### src/rtl/core/box_blur_3x3_nonzero_mean_defines.svh
// Assertion macros shared by the box blur RTL.
// No dependencies; the including module must provide clk and rst_n.
`ifndef BOX_BLUR_3X3_NONZERO_MEAN_DEFINES_SVH
`define BOX_BLUR_3X3_NONZERO_MEAN_DEFINES_SVH

// Same-cycle implication, checked outside reset.
`define BBNZ_ASSERT_NOW(lbl, ant, cons, msg) \
  lbl: assert property (@(posedge clk) disable iff (!rst_n) (ant) |-> (cons)) else $error(msg);

// Next-cycle implication, checked outside reset.
`define BBNZ_ASSERT_NEXT(lbl, ant, cons, msg) \
  lbl: assert property (@(posedge clk) disable iff (!rst_n) (ant) |=> (cons)) else $error(msg);

`endif

### src/rtl/core/bbnz_pkg.sv
// Types, register indexes and the reciprocal table of the 3x3 nonzero-mean blur.
// No dependencies; the lane, merge and top-level files refer to it by scoped names.
package bbnz_pkg;

  localparam int CFG_IDX_W  = 2;
  localparam int CFG_DATA_W = 11;

  localparam logic [CFG_IDX_W-1:0] REG_FRAME_WIDTH  = 2'd0;
  localparam logic [CFG_IDX_W-1:0] REG_FRAME_HEIGHT = 2'd1;

  localparam logic [CFG_DATA_W-1:0] FRAME_WIDTH_RST  = 11'd640;
  localparam logic [CFG_DATA_W-1:0] FRAME_HEIGHT_RST = 11'd480;

  // Quotients come from sum * ceil(2^16 / count) >> 16, exact for sums below 2296.
  localparam int RECIP_SHIFT = 16;
  localparam int RECIP_W     = 17;
  localparam int SUM_W       = 12;
  localparam int CNT_W       = 4;

  typedef logic [23:0] rgb_t;
  typedef rgb_t [8:0] win_t;
  typedef logic [8:0][7:0] chan_win_t;

  typedef struct packed {
    logic [7:0] red_in;
    logic [7:0] green_in;
    logic [7:0] blue_in;
    logic       pad_item;
  } pix_in_t;

  typedef struct packed {
    logic [7:0] red_out;
    logic [7:0] green_out;
    logic [7:0] blue_out;
    logic       last_pixel;
  } pix_out_t;

  typedef enum logic [1:0] {
    ST_IDLE,
    ST_READ,
    ST_SUM,
    ST_DIV
  } state_t;

  function automatic logic [RECIP_W-1:0] recip(input logic [CNT_W-1:0] cnt);
    logic [RECIP_W-1:0] m;
    case (cnt)
      4'd1:    m = 17'd65536;
      4'd2:    m = 17'd32768;
      4'd3:    m = 17'd21846;
      4'd4:    m = 17'd16384;
      4'd5:    m = 17'd13108;
      4'd6:    m = 17'd10923;
      4'd7:    m = 17'd9363;
      4'd8:    m = 17'd8192;
      4'd9:    m = 17'd7282;
      default: m = '0;
    endcase
    return m;
  endfunction

endpackage

### src/rtl/core/bbnz_merge.sv
// Merge stage: gathers the three lane quotients into one result beat and holds it.
// Depends on bbnz_pkg for the result struct.
module bbnz_merge (
  input  logic               clk,
  input  logic               rst_n,
  input  logic               load,
  input  logic [7:0]         red_q,
  input  logic [7:0]         green_q,
  input  logic [7:0]         blue_q,
  input  logic               last,
  output logic               free,
  output logic               out_valid,
  input  logic               out_ready,
  output bbnz_pkg::pix_out_t out_data
);

  logic               out_valid_r, out_valid_nxt;
  bbnz_pkg::pix_out_t out_data_r;

  assign free = !out_valid_r || out_ready;

  always_comb begin
    out_valid_nxt = out_valid_r;
    if (load) begin
      out_valid_nxt = 1'b1;
    end else if (out_ready) begin
      out_valid_nxt = 1'b0;
    end
  end

  always_ff @(posedge clk) begin
    if (!rst_n) begin
      out_valid_r <= 1'b0;
    end else begin
      out_valid_r <= out_valid_nxt;
    end
  end

  always_ff @(posedge clk) begin
    if (load) begin
      out_data_r.red_out    <= red_q;
      out_data_r.green_out  <= green_q;
      out_data_r.blue_out   <= blue_q;
      out_data_r.last_pixel <= last;
    end
  end

  assign out_valid = out_valid_r;
  assign out_data  = out_data_r;

endmodule

### config.mk
export PLATFORM = sky130hd
export DESIGN_NAME = bbnz_merge
export DESIGN_NICKNAME = d
export VERILOG_FILES = /design/src/rtl/core/box_blur_3x3_nonzero_mean_defines.svh /design/src/rtl/core/bbnz_pkg.sv /design/src/rtl/core/bbnz_merge.sv
export SDC_FILE = /design/constraint.sdc
export NUM_CORES = 1
export LEC_CHECK = 0
export ABC_AREA = 1
export ABC_CLOCK_PERIOD_IN_PS = 1300
export CORE_AREA = 5 5 42 44
export CTS_BUF_LIST = sky130_fd_sc_hd__clkbuf_2
export CTS_CLUSTER_SIZE = 16
export DETAILED_ROUTE_END_ITERATION = 7
export DIE_AREA = 0 0 47 49
export DONT_BUFFER_PORTS = 1
export PLACE_DENSITY = 0.88
export SYNTH_ARGS = -nofsm -noshare
export SYNTH_HDL_FRONTEND = slang
export SYNTH_SLANG_ARGS = --single-unit
### constraint.sdc
create_clock -name clk -period 1.3 [get_ports clk]
set_clock_uncertainty 0.1 [all_clocks]
set_input_delay 0.13 -clock clk [delete_from_list [all_inputs] [get_ports clk]]
set_output_delay 0.13 -clock clk [all_outputs]
set_load 0.01 [all_outputs]
==> results.toml <==
[outcome]
outcome = "finished, violations left"
failing_checks = "hold timing"

[yosys]
synth_top_area_cell = "edfxtp_1"
syn-instance-count = 31
seq_area_frac_synth_pct = 96.70
avgSynthCellArea_um2 = 25.71
area_contributors_post_synth = "edfxtp_1 (94%), dfxtp_1 (2.5%), inv_1 (1.4%)"
yosysTopAreaCellShare_pct = 94.19
synth.distinct_cells = 5
syn-cell-area_um2 = 797.0
synth_fp_nets = 60
synth.yosys.warnings = 0
synth_seq_cells = 26

[clock_tree]
cts_tree = "yes"
clock_tree.htree_level_count = 1
cts_sinks = 26
post-cts-setup-buffer-count = 0
cts_max_path_buffers = 2
hold_buf_cts = 28
clk_pin_slew_ps = 210
cts-root-buf = "clkbuf_2"
cts-buffers-inserted = 3
clk_latency_ps = 310

[cells_and_area]
nNetsFinal = 93
antenna_cells_inserted = 0
finalNonFillerCells = 79
finalCoreUtilization_pct = 79.73
layout.filler_cells = 74
most_common_cell_after_layout_fill_and_taps_aside = "dlygate4sd3_1"
areaGrowthSynthToFinish_pct = 40.19
share_of_cells_above_drive_strength_1_pct = 9.524
mostFrequentLayoutCells = "dlygate4sd3_1 (28), edfxtp_1 (25), clkbuf_2 (4), inv_1 (3)"

[grt]
grt_first_pass_wirelength_um = 2428
groute.usage.overall_pct = 15.65
globalRoute.totalOverflow = 0
antenna_violations_before_repair = 0
first_global_vias = 475
pin_count_of_the_biggest_net_entering_global_routing = 27

[floorplanning]
die_width_um = 47
initial_core_utilization_pct = 56.87
boundaryPins = 56
number_of_rows_in_the_core_area = 14
floorplan.core_area_mm2 = 0.001401
design.die.area_mm2 = 0.002303
die_h_um = 49

[route]
antenna_violating_nets_post_route = 0
route.detailed.drc = 0
wire_per_inst_um = 21.39
drt_first_pass_iters = 3
vias = 397
drtIter0Drc = 2
finalWirelength_um = 1690
avgViaCountPerCell = 5.025

[place]
io_buffers = 0
preCtsSetupSlack_ps = 499.4
place_congestion = 0.6077
dp.final_hpwl_um = 1136
place.detailed.instances = 47

[critical_path]
r2r_setup_slack_ps = 460
critPathMaxFanout = 2
crit_path_top_delay_cell = "dfxtp_1"
critical_path.n_buffers_inverters = 0
start_to_end_type_of_the_worst_setup_path = "register to output port"
cp-start-kind = "register"
worst_ep_arrival_time_ps = 880
crit_path_cell_trace = "nand2_2"
wp_data_required_ps = 1070
cpPeakStageDelay_ps = 450
crit_path_end_kind = "output port"
crit_family = "flip-flops"

[timing]
timing_hold_violations_final = 25
worst_slew_pin_slew_ps = 210.8
rsz0062_at_grt = "false"
max_clock_freq_ghz = 0.9018
final.setup.worst_slack_ps = 191.1
finalSetupViolations = 0
tns_ps = 0
final_period_minus_worst_setup_slack_ps = 1109
holdWs_ps = -196.5
finalMaxSlewViolations = 0
worst_slew_margin_rel_pct = 85.94
min_period_over_period_pct = 85.30

[power]
vdd.ir_drop.worst_mv = 1.003
power.density_mw_per_mm2 = 1270
total_leakage_power_nw = 0.4061

[run]
drv.max_cap_violation_count = 0

[hold_path]
min_path_type = "input port to register"
-- timing repair --
| item | CTS | global route |
|---|---|---|
| resized for setup | 0 | 0 |
| hold endpoints to repair | 51 | 25 |
| endpoints found under the setup margin | 0 | 0 |
-- layout make-up --
type	count	area [um^2]	share of cell area [%]
clock buffers	4	20.02	1.792
flip-flops and latches	26	770.7	68.98
repair buffers	28	280.3	25.08
well taps	16	20.02	1.792
multi-input cells	2	15.01	1.344
inverters	3	11.26	1.008
-- power by group --
part / total [mW] / switching [mW] / internal [mW]
Sequential: 1.06 / 0.0624 / 0.994
Clock: 0.286 / 0.205 / 0.0814
Combinational: 0.0765 / 0.0182 / 0.0582
-- per-layer routing --
layer | up-vias | part of all wire [%] | GRT usage [%]
li1 | 181 | - | -
met1 | 185 | 34 | 15.66
met2 | 31 | 57 | 28.28
met3 | 0 | 9.5 | 5.166
met4 | 0 | 0 | 5.530
met5 | - | 0 | 0
-- kinds of logic (layout without fill, tap and decap cells) --
family          count (synthesis)  in the layout  synth area share (%)
compound gates                  1              1                 1.099
simple gates                    1              1                0.7854
buf+inv                         3             35                 1.413
flops                          26             26                 96.70
-- path summary, 6_finish.rpt --
kind,startpoint,end,cells after the start
worst min-delay path,load,out_data[5],0
worst min register to register,out_valid,out_valid,2
worst max-delay path,out_valid,free,1
worst max register to register,out_valid,out_valid,2
-- synth_stat cells --
cell type,n
a21oi_2,1
dfxtp_1,1
edfxtp_1,25
inv_1,3
nand2_2,1
-- registers in the layout, indices dropped and copies added, names as in the netlist --
| name | cells |
|---|---|
| out_data | 25 |
| out_valid | 1 |
-- stage by stage --
step                      area [um^2]  hold slack (ps)  power, mW
final                            1117           -196.5      1.419
after global routing             1117           -253.8      1.477
after CTS                        1117           -214.6      1.426
after detailed placement        817.0            128.9      1.085
after global placement          817.0            128.9      1.080
after floorplan                 797.0            128.9      1.069
Power figures use the tool's default switching activity.
