<file path="config.mk">
export PLATFORM = sky130hd
export DESIGN_NAME = bbnz_lane
export DESIGN_NICKNAME = d
export VERILOG_FILES = /design/src/rtl/core/box_blur_3x3_nonzero_mean_defines.svh /design/src/rtl/core/bbnz_pkg.sv /design/src/rtl/core/bbnz_lane.sv
export SDC_FILE = /design/constraint.sdc
export NUM_CORES = 1
export LEC_CHECK = 0
export BUFFER_PORTS_ARGS = -buffer_cell sky130_fd_sc_hd__buf_2
export CAP_MARGIN = 10
export CELL_PAD_IN_SITES_DETAIL_PLACEMENT = 0
export CELL_PAD_IN_SITES_GLOBAL_PLACEMENT = 1
export CORE_ASPECT_RATIO = 0.6
export CORE_MARGIN = 4
export CORE_UTILIZATION = 50
export DETAILED_ROUTE_END_ITERATION = 8
export GPL_ROUTABILITY_DRIVEN = 0
export GPL_TIMING_DRIVEN = 0
export PLACE_DENSITY_LB_ADDON = 0.1
export REMOVE_ABC_BUFFERS = 1
export SLEW_MARGIN = 20
export SYNTH_ARGS = -nofsm -noshare
export SYNTH_HDL_FRONTEND = slang
export SYNTH_SLANG_ARGS = --single-unit
</file>
<file path="constraint.sdc">
create_clock -name clk -period 9.51 [get_ports clk]
set_input_delay 2.3775 -clock clk [delete_from_list [all_inputs] [get_ports clk]]
set_output_delay 2.3775 -clock clk [all_outputs]
set_load 0.01 [all_outputs]
</file>
<file path="src/rtl/core/box_blur_3x3_nonzero_mean_defines.svh">
// Assertion macros shared by the box blur RTL.
// No dependencies; the including module must provide clk and rst_n.
`ifndef BOX_BLUR_3X3_NONZERO_MEAN_DEFINES_SVH
`define BOX_BLUR_3X3_NONZERO_MEAN_DEFINES_SVH

// Same-cycle implication, checked outside reset.
`define BBNZ_ASSERT_NOW(lbl, ant, cons, msg) \
  lbl: assert property (@(posedge clk) disable iff (!rst_n) (ant) |-> (cons)) else $error(msg);

// Next-cycle implication, checked outside reset.
`define BBNZ_ASSERT_NEXT(lbl, ant, cons, msg) \
  lbl: assert property (@(posedge clk) disable iff (!rst_n) (ant) |=> (cons)) else $error(msg);

`endif

</file>
<file path="src/rtl/core/bbnz_pkg.sv">
// Types, register indexes and the reciprocal table of the 3x3 nonzero-mean blur.
// No dependencies; the lane, merge and top-level files refer to it by scoped names.
package bbnz_pkg;

  localparam int CFG_IDX_W  = 2;
  localparam int CFG_DATA_W = 11;

  localparam logic [CFG_IDX_W-1:0] REG_FRAME_WIDTH  = 2'd0;
  localparam logic [CFG_IDX_W-1:0] REG_FRAME_HEIGHT = 2'd1;

  localparam logic [CFG_DATA_W-1:0] FRAME_WIDTH_RST  = 11'd640;
  localparam logic [CFG_DATA_W-1:0] FRAME_HEIGHT_RST = 11'd480;

  // Quotients come from sum * ceil(2^16 / count) >> 16, exact for sums below 2296.
  localparam int RECIP_SHIFT = 16;
  localparam int RECIP_W     = 17;
  localparam int SUM_W       = 12;
  localparam int CNT_W       = 4;

  typedef logic [23:0] rgb_t;
  typedef rgb_t [8:0] win_t;
  typedef logic [8:0][7:0] chan_win_t;

  typedef struct packed {
    logic [7:0] red_in;
    logic [7:0] green_in;
    logic [7:0] blue_in;
    logic       pad_item;
  } pix_in_t;

  typedef struct packed {
    logic [7:0] red_out;
    logic [7:0] green_out;
    logic [7:0] blue_out;
    logic       last_pixel;
  } pix_out_t;

  typedef enum logic [1:0] {
    ST_IDLE,
    ST_READ,
    ST_SUM,
    ST_DIV
  } state_t;

  function automatic logic [RECIP_W-1:0] recip(input logic [CNT_W-1:0] cnt);
    logic [RECIP_W-1:0] m;
    case (cnt)
      4'd1:    m = 17'd65536;
      4'd2:    m = 17'd32768;
      4'd3:    m = 17'd21846;
      4'd4:    m = 17'd16384;
      4'd5:    m = 17'd13108;
      4'd6:    m = 17'd10923;
      4'd7:    m = 17'd9363;
      4'd8:    m = 17'd8192;
      4'd9:    m = 17'd7282;
      default: m = '0;
    endcase
    return m;
  endfunction

endpackage

</file>
<file path="src/rtl/core/bbnz_lane.sv">
// One channel lane: sums the nine window bytes, counts the nonzero ones, then divides.
// Depends on bbnz_pkg for the reciprocal table and widths.
module bbnz_lane (
  input  logic                clk,
  input  logic                load,
  input  bbnz_pkg::chan_win_t vals,
  output logic [7:0]          quot
);

  logic [bbnz_pkg::SUM_W-1:0] sum_r, sum_nxt;
  logic [bbnz_pkg::CNT_W-1:0] cnt_r, cnt_nxt;
  logic [bbnz_pkg::SUM_W+bbnz_pkg::RECIP_W-1:0] prod;

  always_comb begin
    sum_nxt = '0;
    cnt_nxt = '0;
    for (int k = 0; k < 9; k++) begin
      sum_nxt = sum_nxt + bbnz_pkg::SUM_W'(vals[k]);
      cnt_nxt = cnt_nxt + bbnz_pkg::CNT_W'(vals[k] != 8'd0);
    end
  end

  always_ff @(posedge clk) begin
    if (load) begin
      sum_r <= sum_nxt;
      cnt_r <= cnt_nxt;
    end
  end

  // A count of zero maps to a reciprocal of zero, so an all-zero window gives 0.
  assign prod = (bbnz_pkg::SUM_W+bbnz_pkg::RECIP_W)'(sum_r) *
                (bbnz_pkg::SUM_W+bbnz_pkg::RECIP_W)'(bbnz_pkg::recip(cnt_r));
  assign quot = prod[bbnz_pkg::RECIP_SHIFT +: 8];

endmodule

</file>
==> results.md <==
- The run finished with clean final reports.
- The final worst clock skew is 0.00697 ns.
- Combinational cells account for between 80% and 90% of the total power.
- The cell repeated most along the worst path is sky130_fd_sc_hd__fa_1.
- Synthesis produced roughly 870 cells.
- The number of global-route vias before repair was 6397.
- The worst setup path is captured at an output pin.
- Entering global routing, the biggest net connects 23 pins.
- The core area is 0.0162 mm^2.
- The H-tree was split into 2 levels.
- After layout, the worst setup slack is 1.42 ns.
- At the pin with the least slew margin, the transition time is between 0.6 and 0.7 ns.
- 82 I/O pins were placed.
- The clock network power share is 5.5%.
- Of the cells placed in the final design, the portion with a size suffix greater than 1 is under 10%.
- In the finished design, the share of the clock period the worst path needs comes to between 80% and 90%.
- Summed over all failing endpoints, the final setup total negative slack is 0 ns.
- In this run the remaining antenna-violating nets after routing total 0.
- Summed over all cells, the static leakage comes to 4.49 nW.
- The cell-internal power is between 1 and 1.5 mW.
- The share of the Yosys chip area taken by registers is under 10%.
- The number of hold buffers added after CTS is 0.
- The total count of max-transition violations in the final report was 0.
- The synthesized design contains 31 register bits.
- The max-capacitance violation count is 0.
- TritonCTS built the clock tree.
- In this run, post-CTS repair resized a total of 0 instances.
- Yosys attributes the largest share of cell area to sky130_fd_sc_hd__fa_1, sky130_fd_sc_hd__inv_1, sky130_fd_sc_hd__ha_1.
- Global routing used between 20% and 30% of the available tracks across all layers.
- The relative slew slack is 56.3%.
- STA classifies the critical path startpoint as a register.
- Hold is met by around 0.63 ns.
- The post-CTS clock slew at the launch and capture registers of the worst setup and hold paths is 0.05 ns.
- The initial antenna violation count is 0.
- The class of the most critical hold timing path is register to register.
- Measured along the x axis, the die boundary spans 174 um.
- Timing would allow up to ~120 MHz.
- After layout, the minimum clock period comes to ~8.1 ns.
- At the later pin of the worst-skew pair, clock insertion delay measures between 0.2 and 0.3 ns.
- The biggest cell delay along the critical path is 0.76 ns.
- The data arrival time of the worst path is ~5.7 ns.
- The final wirelength is 18.5 mm.
- Broken down by cell family, the worst path's largest delay share belongs to adder cells.
- The number of warnings reported in the yosys synthesis log is 0.
- The critical path goes through nand2_1, fa_1, inv_1, fa_1, fa_1, fa_1, inv_1, fa_1, inv_1, ha_1, a21oi_1, o211ai_1, o211ai_4, o21ai_1, a31oi_1, xnor2_1, buf_2.
- The final layout contains 1271 nets.
- For the worst setup path, the data required time is slightly above 7 ns.
- The pre-antenna-repair detailed-routing pass consisted of 4 iterations.
- In this run, flip-flops and latches consume between 10% and 20% of the power.
- The top fanout value on the critical path is 15.
- The area added between synthesis and finish is 8.48%.
- The die covers 0.0187 mm^2.
- The reg2reg setup slack is 7.79 ns.
- For this block, the via count after detailed routing is 5773.
- The first global-routing pass estimated roughly 32 mm of wire.
- The initial utilization of the core area, before any placement, comes to between 50% and 60%.
- The root cell of the clock tree is sky130_fd_sc_hd__clkbuf_16.
- The initial detailed-routing violation count is 375.
- The library cell contributing the largest single delay on the critical path is sky130_fd_sc_hd__edfxtp_1.
- The number of distinct library cells after synthesis is 40.
- The share of the synthesized area in the top cell type is ~48%.
- The number of inserted diodes is 0.
- The worst-case IR drop observed on VDD is ~0.25 mV.
- The net switching power is 1.37 mW.
- The count of endpoints failing hold in the final timing report is 0.
- During placement, the flow inserted port buffers numbering between 80 and 90.
- The synthesized design spends more area on one cell type than any other, namely sky130_fd_sc_hd__fa_1.
- In this run the deepest clock path goes through 2 buffers.
- In this run the power density over the cells is between 200 and 300 mW/mm^2.
- The placed instances occupy a cell area of a little under 0.009 mm^2.
- The remaining design rule violation count is 0.
- The number of clock buffers inserted by TritonCTS is 5.
- The clock net in this run drives a total of 31 sinks.
- Dividing the synthesized area by the synthesized cell count gives approximately 9.5 um^2.
- Global routing finished with a remaining overflow of 0.
- Timing analysis after detailed placement gives a worst setup slack of 1.71 ns.
- By startpoint and endpoint, the worst setup path is classified as register to output pin.
- Setup repair after global routing left no endpoint under its margin.
- The floorplan has 36 rows.
- Of the total power, the share spent switching nets is a little over half.
- Summing internal, switching and leakage power gives approximately 2.6 mW.
- Summing every instance area after synthesis gives 0.00828 mm^2.
- Setup violations remaining at the end of the flow were counted as 0.
- The count of buffering cells on the critical path with inverters included is 4.
- The post-detailed-placement half-perimeter wirelength is approximately 16 mm.
- Dividing the detail-routed wire length by the instance count gives ~16 um.
- The height of the chip is about 110 um.
- Summing all non-filler instances in the final layout gives an area of 0.00898 mm^2.
- Once the clock tree was built, the setup fixing pass inserted 0 buffers.
- After detailed routing, the number of vias per cell comes to 5.04.
power groups by stage:
stage	clock, mW	sequential (mW)	combinational (mW)
after detailed placement	0	0.353	2.12
after CTS	0.149	0.352	2.14
after global placement	0	0.352	2.05
final	0.145	0.355	2.11
after floorplan	0	0.285	1.59
after global routing	0.154	0.365	2.47
path summary, 6_finish.rpt:
path / from / to / cells after the start
max: sum_r[6]$_DFFE_PP_ / quot[5] / 17
min: cnt_r[3]$_DFFE_PP_ / register / 2
max reg2reg: cnt_r[1]$_DFFE_PP_ / register / 6
min reg2reg: cnt_r[3]$_DFFE_PP_ / register / 2
cells by family (layout without fill, tap and decap cells):
group | after synthesis | count (layout) | share of synthesized area (%)
AND/OR/NAND/NOR | 247 | 247 | 13.9
adder cells (fa/ha/maj) | 261 | 261 | 57.6
XOR/XNOR | 22 | 22 | 2.33
multiplexers | 7 | 7 | 0.862
flip-flops | 31 | 31 | 9.43
AO/OA/AOI/OAI | 52 | 52 | 4.32
buffers and inverters | 254 | 316 | 11.5
synth_stat cells:
master                      count
sky130_fd_sc_hd__edfxtp_1      16
sky130_fd_sc_hd__a21o_1         4
sky130_fd_sc_hd__buf_2          1
sky130_fd_sc_hd__and2_1        52
sky130_fd_sc_hd__a21boi_2       1
sky130_fd_sc_hd__o21ai_1        2
sky130_fd_sc_hd__dfxtp_1       15
sky130_fd_sc_hd__xor2_1         5
sky130_fd_sc_hd__o21bai_1       2
sky130_fd_sc_hd__a21boi_4       1
sky130_fd_sc_hd__fa_1         200
sky130_fd_sc_hd__mux2i_1        6
sky130_fd_sc_hd__or3_1          1
sky130_fd_sc_hd__or4_1         10
sky130_fd_sc_hd__nand3_1        1
sky130_fd_sc_hd__a211oi_1       3
sky130_fd_sc_hd__nand4bb_1      1
sky130_fd_sc_hd__nor2b_1        4
sky130_fd_sc_hd__o31a_1         1
sky130_fd_sc_hd__a21bo_2        1
sky130_fd_sc_hd__o21a_1         4
sky130_fd_sc_hd__mux2_2         1
sky130_fd_sc_hd__o211ai_1       3
sky130_fd_sc_hd__o211ai_4       1
sky130_fd_sc_hd__o21ai_0       11
sky130_fd_sc_hd__a31oi_1        1
sky130_fd_sc_hd__ha_1          61
sky130_fd_sc_hd__nor3_1         6
sky130_fd_sc_hd__o31ai_1        1
sky130_fd_sc_hd__nand2_1      144
sky130_fd_sc_hd__xnor2_1       17
sky130_fd_sc_hd__o2111ai_1      1
sky130_fd_sc_hd__clkbuf_1      25
sky130_fd_sc_hd__nand2b_1       3
sky130_fd_sc_hd__inv_1        228
sky130_fd_sc_hd__a21oi_1       14
sky130_fd_sc_hd__a311o_1        1
sky130_fd_sc_hd__nor2_2         1
sky130_fd_sc_hd__nor4_1         8
sky130_fd_sc_hd__nor2_1        16
layer usage:
metal  wire length, um  share of wire [%]  GRT usage [%]
met2              7980                 43           32.8
met1              9570                 52           34.0
met5                 0                  0              0
met3               942                5.1           2.63
met4                36               0.19           1.41
final cells by class:
cell class                      count  area (um^2)
Clock buffer                        5          125
Clock inverter                      2         8.76
Fill cell                        1461         7240
Inverter                          228          856
Multi-Input combinational cell    589         6540
Sequential cell                    31          781
Tap cell                          209          262
Timing Repair Buffer               81          405
placed cells by master, fill, tap and decap left out, types with 4 or more instances in the layout:
cell / synthesis / final
sky130_fd_sc_hd__inv_1: 228 / 228
sky130_fd_sc_hd__fa_1: 200 / 200
sky130_fd_sc_hd__nand2_1: 144 / 144
sky130_fd_sc_hd__buf_2: 1 / 81
sky130_fd_sc_hd__ha_1: 61 / 61
sky130_fd_sc_hd__and2_1: 52 / 52
sky130_fd_sc_hd__xnor2_1: 17 / 17
sky130_fd_sc_hd__nor2_1: 16 / 16
sky130_fd_sc_hd__edfxtp_1: 16 / 16
sky130_fd_sc_hd__dfxtp_1: 15 / 15
sky130_fd_sc_hd__a21oi_1: 14 / 14
sky130_fd_sc_hd__o21ai_0: 11 / 11
sky130_fd_sc_hd__or4_1: 10 / 10
sky130_fd_sc_hd__nor4_1: 8 / 8
sky130_fd_sc_hd__nor3_1: 6 / 6
sky130_fd_sc_hd__mux2i_1: 6 / 6
sky130_fd_sc_hd__xor2_1: 5 / 5
sky130_fd_sc_hd__clkbuf_16: 0 / 5
sky130_fd_sc_hd__o21a_1: 4 / 4
sky130_fd_sc_hd__a21o_1: 4 / 4
sky130_fd_sc_hd__nor2b_1: 4 / 4
tightest hold or removal path, delay by kind of cell (launching register included):
kind	cells	cell delay, ns
muxes	1	0.20
DFF	1	0.34
and+or+nand+nor	1	0.05
per-stage QoR:
| stage | std cells | util (%) |
|---|---|---|
| floorplan | 848 | - |
| global placement | 1138 | 54.6 |
| detailed placement | 1138 | 54.6 |
| CTS | 1145 | 55.4 |
| global route | 1145 | 55.4 |
| finish | 1145 | 55.4 |
No activity file was read; power rests on OpenSTA's default activity.
